--- src/hw/rtl/wmd_pkg.sv ---
// ============================================================================
// wmd_pkg - shared types and constants for the word multiply/divide unit
// Operation codes, field widths, iteration counts and the command/status
// structs that join the controller and the datapath.
// ============================================================================
package wmd_pkg;

  // Field widths
  localparam int unsigned WORD_W = 16;
  localparam int unsigned LONG_W = 32;

  // Iterations of the shared shift/add-subtract unit
  localparam int unsigned MUL_STEPS  = WORD_W;
  localparam int unsigned DIV_STEPS  = LONG_W;
  localparam int unsigned STEP_CNT_W = $clog2(DIV_STEPS);

  // Quotient range limits (magnitudes)
  localparam logic [LONG_W-1:0] QUO_POS_MAX = 32'h0000_7FFF;
  localparam logic [LONG_W-1:0] QUO_NEG_MAX = 32'h0000_8000;

  // Operation codes
  typedef enum logic [1:0] {
    CMD_MULU = 2'd0,
    CMD_MULS = 2'd1,
    CMD_DIVU = 2'd2,
    CMD_DIVS = 2'd3
  } wmd_cmd_t;

  // Controller to datapath
  typedef struct packed {
    logic load;      // take a new word into the working registers
    logic step;      // one iteration of multiply or divide
    logic load_out;  // capture the fixed-up result into the output register
  } wmd_ctl_t;

  // Datapath to controller
  typedef struct packed {
    logic is_mul;    // operation in flight is a multiply
  } wmd_stat_t;

endpackage

--- src/hw/rtl/wmd_in_if.sv ---
// ============================================================================
// wmd_in_if - operand channel
// Valid/ready channel carrying the operation and both operands.
// ============================================================================
interface wmd_in_if;
  import wmd_pkg::*;

  logic                valid;
  logic                ready;
  wmd_cmd_t            cmd;
  logic [LONG_W-1:0]   dest_value;
  logic [WORD_W-1:0]   source_word;

  modport source (output valid, output cmd, output dest_value, output source_word,
                  input ready);
  modport sink   (input valid, input cmd, input dest_value, input source_word,
                  output ready);
endinterface

--- src/hw/rtl/wmd_out_if.sv ---
// ============================================================================
// wmd_out_if - result channel
// Valid/ready channel carrying the result word and the flag updates.
// ============================================================================
interface wmd_out_if;
  import wmd_pkg::*;

  logic              valid;
  logic              ready;
  logic [LONG_W-1:0] result_value;
  logic              write_back;
  logic              status;
  logic              nz_update;
  logic              flag_n;
  logic              flag_z;
  logic              vc_update;
  logic              flag_v;
  logic              flag_c;

  modport source (output valid, output result_value, output write_back, output status,
                  output nz_update, output flag_n, output flag_z, output vc_update,
                  output flag_v, output flag_c, input ready);
  modport sink   (input valid, input result_value, input write_back, input status,
                  input nz_update, input flag_n, input flag_z, input vc_update,
                  input flag_v, input flag_c, output ready);
endinterface

--- src/hw/rtl/wmd_datapath.sv ---
// ============================================================================
// wmd_datapath - operand registers, shared iteration unit and result register
// Works on magnitudes: a shift-add multiplier (one bit a step) and a
// restoring divider (one quotient bit a step), then fixes signs, checks
// quotient range and forms the flags.
// ============================================================================
module wmd_datapath (
  input  logic                        clk,
  input  wmd_pkg::wmd_cmd_t           cmd,
  input  logic [wmd_pkg::LONG_W-1:0]  dest_value,
  input  logic [wmd_pkg::WORD_W-1:0]  source_word,
  input  wmd_pkg::wmd_ctl_t           ctl,
  output wmd_pkg::wmd_stat_t          stat,
  output logic [wmd_pkg::LONG_W-1:0]  result_value,
  output logic                        write_back,
  output logic                        status,
  output logic                        nz_update,
  output logic                        flag_n,
  output logic                        flag_z,
  output logic                        vc_update,
  output logic                        flag_v,
  output logic                        flag_c
);
  import wmd_pkg::*;

  // Working registers
  wmd_cmd_t            cmd_r;
  logic                a_neg;    // dividend or multiplicand negative
  logic                b_neg;    // divisor or multiplier negative
  logic                div_zero;
  logic [WORD_W-1:0]   opa;      // multiplicand or divisor magnitude
  logic [WORD_W-1:0]   rem;      // partial remainder or product high half
  logic [LONG_W-1:0]   quo;      // dividend/quotient, or multiplier/product low half

  // Operand decode at load
  logic                in_signed;
  logic                in_mul;
  logic                in_a_neg;
  logic                in_b_neg;
  logic [WORD_W-1:0]   src_mag;
  logic [WORD_W-1:0]   dlo_mag;
  logic [LONG_W-1:0]   d_mag;

  assign in_signed = (cmd == CMD_MULS) || (cmd == CMD_DIVS);
  assign in_mul    = (cmd == CMD_MULU) || (cmd == CMD_MULS);
  assign in_a_neg  = in_signed && (in_mul ? dest_value[WORD_W-1] : dest_value[LONG_W-1]);
  assign in_b_neg  = in_signed && source_word[WORD_W-1];
  assign src_mag   = in_b_neg ? (WORD_W'(0) - source_word) : source_word;
  assign dlo_mag   = in_a_neg ? (WORD_W'(0) - dest_value[WORD_W-1:0])
                              : dest_value[WORD_W-1:0];
  assign d_mag     = in_a_neg ? (LONG_W'(0) - dest_value) : dest_value;

  // One iteration of the shared unit
  logic                is_mul;
  logic [WORD_W:0]     mul_sum;
  logic [WORD_W:0]     div_sh;
  logic                div_ge;
  logic [WORD_W:0]     div_diff;

  assign is_mul   = (cmd_r == CMD_MULU) || (cmd_r == CMD_MULS);
  assign mul_sum  = {1'b0, rem} + (quo[0] ? {1'b0, opa} : {(WORD_W+1){1'b0}});
  assign div_sh   = {rem, quo[LONG_W-1]};
  assign div_ge   = div_sh >= {1'b0, opa};
  assign div_diff = div_sh - {1'b0, opa};

  always_ff @(posedge clk) begin
    if (ctl.load) begin
      cmd_r    <= cmd;
      a_neg    <= in_a_neg;
      b_neg    <= in_b_neg;
      div_zero <= (source_word == '0);
      rem      <= '0;
      if (in_mul) begin
        opa <= dlo_mag;
        quo <= {{(LONG_W-WORD_W){1'b0}}, src_mag};
      end else begin
        opa <= src_mag;
        quo <= d_mag;
      end
    end else if (ctl.step) begin
      if (is_mul) begin
        rem               <= mul_sum[WORD_W:1];
        quo[WORD_W-1:0]   <= {mul_sum[0], quo[WORD_W-1:1]};
      end else begin
        rem <= div_ge ? div_diff[WORD_W-1:0] : div_sh[WORD_W-1:0];
        quo <= {quo[LONG_W-2:0], div_ge};
      end
    end
  end

  assign stat.is_mul = is_mul;

  // Sign fix-up, range check and flags
  logic                res_neg;
  logic [LONG_W-1:0]   p_mag;
  logic [LONG_W-1:0]   prod;
  logic [WORD_W-1:0]   q_word;
  logic [WORD_W-1:0]   r_word;
  logic                q_ovf;

  logic [LONG_W-1:0]   nx_value;
  logic                nx_wb;
  logic                nx_status;
  logic                nx_nzu;
  logic                nx_n;
  logic                nx_z;
  logic                nx_vcu;
  logic                nx_v;

  assign res_neg = a_neg ^ b_neg;
  assign p_mag   = {rem, quo[WORD_W-1:0]};
  assign prod    = res_neg ? (LONG_W'(0) - p_mag) : p_mag;
  assign q_word  = res_neg ? (WORD_W'(0) - quo[WORD_W-1:0]) : quo[WORD_W-1:0];
  assign r_word  = a_neg ? (WORD_W'(0) - rem) : rem;

  always_comb begin
    q_ovf = 1'b0;
    case (cmd_r)
      CMD_DIVU: q_ovf = (quo[LONG_W-1:WORD_W] != '0);
      CMD_DIVS: q_ovf = res_neg ? (quo > QUO_NEG_MAX) : (quo > QUO_POS_MAX);
      default:  q_ovf = 1'b0;
    endcase
  end

  always_comb begin
    nx_value  = '0;
    nx_wb     = 1'b0;
    nx_status = 1'b0;
    nx_nzu    = 1'b0;
    nx_n      = 1'b0;
    nx_z      = 1'b0;
    nx_vcu    = 1'b0;
    nx_v      = 1'b0;
    if (is_mul) begin
      nx_value = prod;
      nx_wb    = 1'b1;
      nx_nzu   = 1'b1;
      nx_n     = prod[LONG_W-1];
      nx_z     = (prod == '0);
      nx_vcu   = 1'b1;
    end else if (div_zero) begin
      nx_status = 1'b1;
    end else if (q_ovf) begin
      nx_vcu = 1'b1;
      nx_v   = 1'b1;
    end else begin
      nx_value = {r_word, q_word};
      nx_wb    = 1'b1;
      nx_nzu   = 1'b1;
      nx_n     = q_word[WORD_W-1];
      nx_z     = (q_word == '0);
      nx_vcu   = 1'b1;
    end
  end

  // Output register: holds the word until the sink takes it
  always_ff @(posedge clk) begin
    if (ctl.load_out) begin
      result_value <= nx_value;
      write_back   <= nx_wb;
      status       <= nx_status;
      nz_update    <= nx_nzu;
      flag_n       <= nx_n;
      flag_z       <= nx_z;
      vc_update    <= nx_vcu;
      flag_v       <= nx_v;
      flag_c       <= 1'b0;
    end
  end

endmodule

--- src/hw/rtl/wmd_controller.sv ---
// ============================================================================
// wmd_controller - sequencing for the word multiply/divide unit
// Takes a word when idle, runs 16 or 32 iterations, then hands the result
// to the output register once that register is free.
// ============================================================================
module wmd_controller (
  input  logic                clk,
  input  logic                rst,
  input  logic                in_valid,
  output logic                in_ready,
  output logic                out_valid,
  input  logic                out_ready,
  input  wmd_pkg::wmd_stat_t  stat,
  output wmd_pkg::wmd_ctl_t   ctl
);
  import wmd_pkg::*;

  typedef enum logic [1:0] {
    ST_IDLE,
    ST_RUN,
    ST_FINISH
  } state_t;

  state_t                 state;
  logic [STEP_CNT_W-1:0]  cnt;
  logic                   last_step;
  logic                   out_free;

  function automatic logic is_last(input logic [STEP_CNT_W-1:0] c, input logic mul);
    is_last = mul ? (c == STEP_CNT_W'(MUL_STEPS - 1)) : (c == STEP_CNT_W'(DIV_STEPS - 1));
  endfunction

  assign last_step = is_last(cnt, stat.is_mul);
  assign out_free  = !out_valid || out_ready;

  // Commands to the datapath
  assign in_ready     = (state == ST_IDLE);
  assign ctl.load     = in_valid && in_ready;
  assign ctl.step     = (state == ST_RUN);
  assign ctl.load_out = (state == ST_FINISH) && out_free;

  // State, step counter and output valid
  always_ff @(posedge clk) begin
    if (rst) begin
      state     <= ST_IDLE;
      cnt       <= '0;
      out_valid <= 1'b0;
    end else begin
      // new result in, or the waiting one taken
      if (ctl.load_out) out_valid <= 1'b1;
      else if (out_ready) out_valid <= 1'b0;
      case (state)
        ST_IDLE: begin
          cnt <= '0;
          if (in_valid) state <= ST_RUN;
        end
        ST_RUN: begin
          cnt <= cnt + 1'b1;
          if (last_step) state <= ST_FINISH;
        end
        ST_FINISH: begin
          if (out_free) state <= ST_IDLE;
        end
        default: state <= ST_IDLE;
      endcase
    end
  end

endmodule

--- src/hw/rtl/word_multiply_divide_unit_top.sv ---
// ============================================================================
// word_multiply_divide_unit_top - 16x16 multiply and 32/16 divide
// Unsigned and signed word multiply and divide with condition-flag results,
// built as a controller state machine over a one-bit-per-cycle datapath.
// ============================================================================
//
//  channel | dir | handshake     | word
//  --------+-----+---------------+------------------------------------------
//  in      | in  | valid / ready | cmd, dest_value, source_word
//  out     | out | valid / ready | result_value, write_back, status, flags
//
//  Multiply: accept, 16 shift-add steps, then fix-up; divide: accept,
//  32 restoring steps, then fix-up. The step count of the shared
//  shift/add-subtract unit sets how long each operation runs.
//  One word is in flight at a time; a new word is taken while the previous
//  result still waits in the output register.
//  A stalled result holds the fix-up stage until the output register frees.
//  rst is synchronous and clears the controller only.
module word_multiply_divide_unit_top (
  input  logic      clk,
  input  logic      rst,
  wmd_in_if.sink    in,
  wmd_out_if.source out
);
  import wmd_pkg::*;

  wmd_ctl_t  ctl;
  wmd_stat_t stat;

  wmd_controller u_ctrl (
    .clk       (clk),
    .rst       (rst),
    .in_valid  (in.valid),
    .in_ready  (in.ready),
    .out_valid (out.valid),
    .out_ready (out.ready),
    .stat      (stat),
    .ctl       (ctl)
  );

  wmd_datapath u_dp (
    .clk          (clk),
    .cmd          (in.cmd),
    .dest_value   (in.dest_value),
    .source_word  (in.source_word),
    .ctl          (ctl),
    .stat         (stat),
    .result_value (out.result_value),
    .write_back   (out.write_back),
    .status       (out.status),
    .nz_update    (out.nz_update),
    .flag_n       (out.flag_n),
    .flag_z       (out.flag_z),
    .vc_update    (out.vc_update),
    .flag_v       (out.flag_v),
    .flag_c       (out.flag_c)
  );

endmodule

--- src/flat_wrapper.sv ---
// flat-port wrapper written by rule: the top's interface ports become plain ports
module word_multiply_divide_unit_top_flat import wmd_pkg::*;
  (clk, rst, in_valid, in_cmd, in_dest_value, in_source_word, in_ready, out_valid, out_result_value, out_write_back, out_status, out_nz_update, out_flag_n, out_flag_z, out_vc_update, out_flag_v, out_flag_c, out_ready);
  wmd_in_if in_i ();
  wmd_out_if out_i ();
  input  logic clk;
  input  logic rst;
  input wire logic [$bits(in_i.valid)-1:0] in_valid;
  input wire logic [$bits(in_i.cmd)-1:0] in_cmd;
  input wire logic [$bits(in_i.dest_value)-1:0] in_dest_value;
  input wire logic [$bits(in_i.source_word)-1:0] in_source_word;
  output wire logic [$bits(in_i.ready)-1:0] in_ready;
  output wire logic [$bits(out_i.valid)-1:0] out_valid;
  output wire logic [$bits(out_i.result_value)-1:0] out_result_value;
  output wire logic [$bits(out_i.write_back)-1:0] out_write_back;
  output wire logic [$bits(out_i.status)-1:0] out_status;
  output wire logic [$bits(out_i.nz_update)-1:0] out_nz_update;
  output wire logic [$bits(out_i.flag_n)-1:0] out_flag_n;
  output wire logic [$bits(out_i.flag_z)-1:0] out_flag_z;
  output wire logic [$bits(out_i.vc_update)-1:0] out_vc_update;
  output wire logic [$bits(out_i.flag_v)-1:0] out_flag_v;
  output wire logic [$bits(out_i.flag_c)-1:0] out_flag_c;
  input wire logic [$bits(out_i.ready)-1:0] out_ready;
  assign in_i.valid = in_valid;
  assign in_i.cmd = in_cmd;
  assign in_i.dest_value = in_dest_value;
  assign in_i.source_word = in_source_word;
  assign in_ready = in_i.ready;
  assign out_valid = out_i.valid;
  assign out_result_value = out_i.result_value;
  assign out_write_back = out_i.write_back;
  assign out_status = out_i.status;
  assign out_nz_update = out_i.nz_update;
  assign out_flag_n = out_i.flag_n;
  assign out_flag_z = out_i.flag_z;
  assign out_vc_update = out_i.vc_update;
  assign out_flag_v = out_i.flag_v;
  assign out_flag_c = out_i.flag_c;
  assign out_i.ready = out_ready;
  word_multiply_divide_unit_top u_core (.clk(clk), .rst(rst), .in(in_i), .out(out_i));
endmodule
--- config.mk ---
export PLATFORM = sky130hd
export DESIGN_NAME = word_multiply_divide_unit_top_flat
export DESIGN_NICKNAME = d
export VERILOG_FILES = /design/src/hw/rtl/wmd_pkg.sv /design/src/hw/rtl/wmd_in_if.sv /design/src/hw/rtl/wmd_out_if.sv /design/src/hw/rtl/wmd_datapath.sv /design/src/hw/rtl/wmd_controller.sv /design/src/hw/rtl/word_multiply_divide_unit_top.sv /design/src/flat_wrapper.sv
export SDC_FILE = /design/constraint.sdc
export NUM_CORES = 1
export LEC_CHECK = 0
export ABC_AREA = 1
export BUFFER_PORTS_ARGS = -buffer_cell sky130_fd_sc_hd__buf_2
export CAP_MARGIN = 20
export CORE_MARGIN = 1
export CORE_UTILIZATION = 45
export DETAILED_ROUTE_END_ITERATION = 8
export GPL_ROUTABILITY_DRIVEN = 0
export HOLD_SLACK_MARGIN = 0.1
export PLACE_DENSITY = 0.64
export SYNTH_ARGS = -nofsm -noshare
export SYNTH_HDL_FRONTEND = slang
export SYNTH_SLANG_ARGS = --single-unit
--- constraint.sdc ---
create_clock -name clk -period 3.2 [get_ports clk]
set_input_delay 0.32 -clock clk [delete_from_list [all_inputs] [get_ports clk]]
set_output_delay 0.32 -clock clk [all_outputs]
set_load 0.01 [all_outputs]
## After elaboration in Yosys (flattened, before gate mapping)

Index checks and enable logic that the tools add are counted.

| storage, ports and cells | value |
|---|---|
| input port bits | 54 |
| output and inout port bits | 42 |
| bits in registers | 115 |
| word-level logic and storage cells | 106 |

| cells by class | value |
|---|---|
| order comparisons | 3 |
| reductions and logical operators | 22 |
| equality and inequality tests | 13 |
| add/sub/neg operators | 9 |
| multiplexer cells | 40 |
| bitwise logic cells | 1 |

Operators with widths:

| operator | count |
|---|---|
| two-way mux 32 bit | 8 |
| two-way mux 16 bit | 10 |
| subtractor 1 x 16 -> 16 bit, first input constant | 4 |
| subtractor 1 x 32 -> 32 bit, first input constant | 2 |
| greater-than comparator 32 x 15 -> 1 bit, second input constant | 1 |
| greater-than comparator 32 x 16 -> 1 bit, second input constant | 1 |
| zero test 16 bit | 2 |
| zero test 32 bit | 1 |
| adder 16 x 16 -> 17 bit | 1 |
| greater-or-equal comparator 17 x 16 -> 1 bit | 1 |
| two-way mux 1 bit | 16 |
| nonzero test 16 bit | 1 |
| subtractor 16 bit | 1 |
| one-hot mux 5 bit (2 select lines) | 1 |
| == test 2 bit, second input constant | 4 |
| == test 2 x 1 -> 1 bit, second input constant | 3 |
| zero test 2 bit | 3 |
| two-way mux 2 bit | 3 |
| inequality test 2 bit, second input constant | 3 |
| one-hot mux 2 bit (3 select lines) | 1 |
| nonzero test 2 bit | 3 |
| adder 5 x 1 -> 5 bit, second input constant | 1 |
| == test 5 x 4 -> 1 bit, second input constant | 1 |
| == test 5 bit, second input constant | 1 |
| 9 further kinds | 15 |

## Longest topological paths before layout

| logic depth | value |
|---|---|
| depth after elaboration | 7 |
| gate-level depth with buffers | 21 |
| gate-level depth less buffers | 19 |

## Modules after synthesis

A second synthesis with hierarchy kept.

| second synthesis, totals | value |
|---|---|
| cell total of the unflattened synthesis | 1381 |
| area total of the unflattened synthesis | 9613.0 µm² |

Modules (own cells, without submodules):

| module | area each (µm²) | instances | cells each | sequential area each (µm²) |
|---|---|---|---|---|
| wmd_datapath | 9220.1 | 1 | 1324 | 3052.9 |
| wmd_controller | 392.9 | 1 | 57 | 160.2 |

## Least setup slack after synthesis

OpenSTA, ideal clock, no wires.

| timing path | value |
|---|---|
| path type | reg-to-reg |
| start | reg u_core.u_ctrl.state[1] |
| end | reg u_core.u_dp.flag_n, enable pin |
| stages on the path, launching flop included | 4 |
| data required time | 2.766 ns |
| setup time | 0.434 ns |
| clock period less this slack | 2.680 ns |
| setup slack | 0.520 ns |
| path buffers | 1 |
| data arrival time | 2.246 ns |
| path through | dfxtp_1 > clkbuf_1 > nand2_1 > nor2_1 |

RTL lines:

| item | line | source |
|---|---|---|
| start: declaration | wmd_controller.sv:24 | `state_t state;` |
| start signal: assignment | wmd_controller.sv:45 | `state <= ST_IDLE;` |
| start signal: assignment | wmd_controller.sv:55 | `if (in_valid) state <= ST_RUN;` |
| start signal: assignment | wmd_controller.sv:59 | `if (last_step) state <= ST_FINISH;` |
| end signal: assignment | wmd_datapath.sv:163 | `flag_n <= nx_n;` |
| end: declaration | wmd_datapath.sv:18 | `output logic flag_n,` |

## Final worst setup path

| timing path | value |
|---|---|
| start | reg u_core.u_dp.a_neg |
| end | reg u_core.u_dp.flag_z (data pin) |

| on the way | value |
|---|---|
| longest elaborated chain between the ends | 6 |
| elaborated cells between the ends (all ways) | 10 |
| classes of those cells | mux (7); bitwise (1); reduce/logical (2) |

RTL lines:

| item | line | source |
|---|---|---|
| start: declaration | wmd_datapath.sv:28 | `logic a_neg;` |
| start signal: assignment | wmd_datapath.sv:69 | `a_neg <= in_a_neg;` |
| bitwise XOR 1 bit * | wmd_datapath.sv:110 | `assign res_neg = a_neg ^ b_neg;` |
| two-way mux 16 bit or two-way mux 1 bit (tied branches) | wmd_datapath.sv:113, wmd_datapath.sv:120 |  |
| zero test 16 bit or one-hot mux 1 bit (2 select lines) (tied branches) | wmd_datapath.sv:151, wmd_datapath.sv:118 |  |
| two-way mux 1 bit | wmd_datapath.sv:143 | `end else if (q_ovf) begin` |
| two-way mux 1 bit | wmd_datapath.sv:141 | `end else if (div_zero) begin` |
| two-way mux 1 bit * | wmd_datapath.sv:134 | `if (is_mul) begin` |
| net u_core.u_dp.nx_z | wmd_datapath.sv:106 | `logic nx_z;` |
| end signal: assignment | wmd_datapath.sv:164 | `flag_z <= nx_z;` |
| end: declaration | wmd_datapath.sv:19 | `output logic flag_z,` |

Mark *: on every way through the listed nets, which the timed path passes. The rest lies on a longest branch.
A chain may end at the register's enable or synchronous reset.

==> impl_results.md <==
- Post-CTS Setup Repair Bufs: 0
- Post_cts resized: 0
- CP Capture Type: flop
- DR vias: 9,129
- Post-synthesis sequential area ratio: 33.8%
- Share of cells above drive strength 1: 13.0%
- Worst min path class: in -> reg
- Vias in the first global route: 8,082
- Worst clock skew: 8.15 ps
- Outcome: finished, final reports clean
- Sequential cell area: 3210 um2
- Input/output buffers: 94
- Share of the synthesized area in the top cell type: 28.7%
- Antenna-violating nets left: 0
- Initial antenna violation count: 0
- Reg clk slew, reported paths: 60 ps
- Max cap viols: 0
- # hold bufs at CTS: 0
- I/O Pins: 96
- VDD IR max: 0.000317 V
- Hold Vio Cnt, Final: 0
- Cells after Synth: 1,376
- Std-Cell Rows: 52
- Fmax: 382 MHz
- Fin cells: 1,748
- Mean Syn Cell Area: 6.91 um2
- Remaining global-route overflow: 0
- Critical Path Start Type: flop
- First-pass GRT wire length: 42,400 um
- Largest net degree at the start of global routing: 40
- Worst-path cell chain: inv_2 -> nand2_1 -> nand2_2 -> nand3_1 -> o21bai_1 -> nand2_1 -> nand2_1 -> nand2_2 -> nor2_1 -> nand3_1 -> a21oi_2
- Max Fanout on Critical Path: 30
- Most frequent cell after synthesis: nand2_1
- Drt via density: 5.22
- DP Wirelength: 21,000 um
- Final nets: 1,558
- Number of library cell types mapped by synthesis: 54
- Final worst-path cycle share: 81.9%
- Synth top cells by count: 364 x nand2_1, 179 x inv_1, 164 x nor2_1
- Synth async-reset ratio: 0%
- Final setup viols: 0
- Pre-CTS setup slack: 607 ps
- RSZ-0062 raised after global routing: false
- DR iter-0 viols: 697
- GRT busiest layer: met1
- Final period demand of the worst path: 2620 ps
- Number of synthesized flops with an enable pin: 91
- Met3 Use GR: 3.32%
- Ys flop type: edfxtp_1
- Final Max Slew Viols: 0
- Yosys top cell by area: edfxtp_1
- Met1 GRT Util: 38.4%
- Leak: 5.20 nW
- P per Cell Area: 609 nW/um2
- DRC viols: 0
- Relative slew slack: 35.9%
- Die ar.: 21,700 um2
- Final Worst Setup Slack: 580 ps
- Fill count: 2,059
- Die Y: 147 um
- CTS buffer count: 17
- Mapped Area: 9510 um2
- Max Buffers Root-to-Sink: 2
- Skew-Pair Late Insertion Delay: 430 ps
- Avg WL per Cell: 15.1 um
- Chip width: 147 um
- DRT Wirelength: 26,300 um
- Flops & latches, synth: 115
- Fin Setup TNS: 0 ps
- Required @ worst endpoint: 3490 ps
- Global Route met2 Usage: 35.9%
- Setup CP Type: reg -> reg
- Slowest-stage cell, CP: edfxtp_1
- First drt pass iteration count: 6
- Dpl cells: 1,716
- H-Tree Depth: 4
- CTS tree: built
- Area contributors post-synth: edfxtp_1 29%, nand2_1 14%, inv_1 7.1%, nor2_1 6.5%, o21ai_0 5.3%
- Root buffer selected by CTS: clkbuf_16
- Area growth, synth to finish: 14.4%
- Syn Nets: 1,469
- Footprint of the multi-input gates: 5370 um2
- Sink count of the clock tree: 115
- Worst path arrival time: 2910 ps
- Most frequent CP cell: nand2_1
- Critical path's largest stage delay: 570 ps
- Yosys warnings: 0
- Starting Density: 46.4%
- N_diodes: 0
- Core area: 20,500 um2
- Worst-margin pin slew: 959 ps
- Total track usage: 24.9%
per-layer routing:
layer	vias up	part of all wire [%]
met3	29	7.8
met5	-	0
li1	4682	-
met4	0	1.7
met2	349	41
met1	4069	50
final timing paths:
kind,from,endpoint,slack [ps],cells after the start
max reg2reg,u_core.u_dp.a_neg,u_core.u_dp.flag_z,580,11
max,u_core.u_dp.a_neg,u_core.u_dp.flag_z,580,11
min,rst,u_core.u_ctrl.out_valid,110,2
min reg2reg,u_core.u_ctrl.cnt[0],u_core.u_ctrl.cnt[0],490,2
cell type report:
type	count	share of cell area, %
timing repair buffer	107	5.22
tap	270	3.11
multi-input combinational	1030	49.4
clock inverter	11	1.82
clock buffer	21	4.23
sequential	115	29.6
inverter	194	6.70
registers in the layout (all words and copies together) (netlist names):
register	flops
u_core.u_ctrl.out_valid	1
u_core.u_dp.b_neg	1
u_core.u_dp.flag_v	1
u_core.u_ctrl.cnt	5
u_core.u_dp.vc_update	1
u_core.u_dp.nz_update	1
u_core.u_dp.a_neg	1
u_core.u_dp.opa	16
u_core.u_dp.quo	32
u_core.u_dp.rem	16
u_core.u_dp.result_value	32
u_core.u_dp.cmd_r	2
u_core.u_dp.div_zero	1
u_core.u_dp.flag_z	1
u_core.u_dp.status	1
u_core.u_dp.flag_n	1
u_core.u_ctrl.state	2
worst max-delay path: cells and delay by family, from the launching register on:
family | cells | cell delay [ps]
compound gates | 2 | 290
simple gates | 8 | 1370
flops | 1 | 570
buf+inv | 1 | 250
placed cells by master (no fill, tap or decap), types with 3 or more instances in the layout:
master | Yosys | final
nand2_1 | 364 | 364
inv_1 | 179 | 179
nor2_1 | 164 | 163
o21ai_0 | 100 | 99
buf_2 | 6 | 94
edfxtp_1 | 91 | 91
nand3_1 | 72 | 72
a21oi_1 | 61 | 61
xor2_1 | 57 | 57
ha_1 | 37 | 37
o21ai_1 | 28 | 29
dfxtp_1 | 24 | 24
nor3_1 | 20 | 20
clkbuf_16 | 0 | 17
nand2_2 | 13 | 13
o211ai_1 | 13 | 13
buf_4 | 7 | 13
nor2_2 | 12 | 12
xnor2_1 | 12 | 12
inv_2 | 11 | 11
nand4_1 | 11 | 11
o21bai_1 | 11 | 11
nand3b_1 | 5 | 5
a31oi_1 | 5 | 5
o221ai_1 | 5 | 5
bufinv_16 | 0 | 5
clkinv_1 | 4 | 4
o31ai_1 | 3 | 3
o21ai_2 | 3 | 3
nor4_1 | 3 | 3
a211oi_1 | 3 | 3
inv_6 | 0 | 3
cells by family after synthesis:
group                    after synthesis  share of synthesized area (%)
multiplexers                           1                          0.105
other                                  1                         0.0395
buffers and inverters                231                           9.81
flip-flops                           115                           33.8
AO/OA/AOI/OAI                        243                           14.4
XOR/XNOR                              69                           6.36
AND/OR/NAND/NOR                      677                           30.2
adder cells (fa/ha/maj)               39                           5.29
through the flow:
step           cell area [um2]  total power (W)  util (%)  hold slack, ps
2_1_floorplan             9510          0.00377         -             389
3_3_place_gp             10200          0.00444      49.8             475
3_5_place_dp             10200          0.00446      49.8             484
4_1_cts                  10900          0.00661      53.1             104
5_1_grt                  10900          0.00704      53.1             124
6_report                 10900          0.00662      53.1             106
power breakdown:
group | switching [W] | internal (W)
registers | 0.000222 | 0.00185
logic | 0.00161 | 0.000798
clock network | 0.000711 | 0.00143
(Power assumes the default switching activity.)
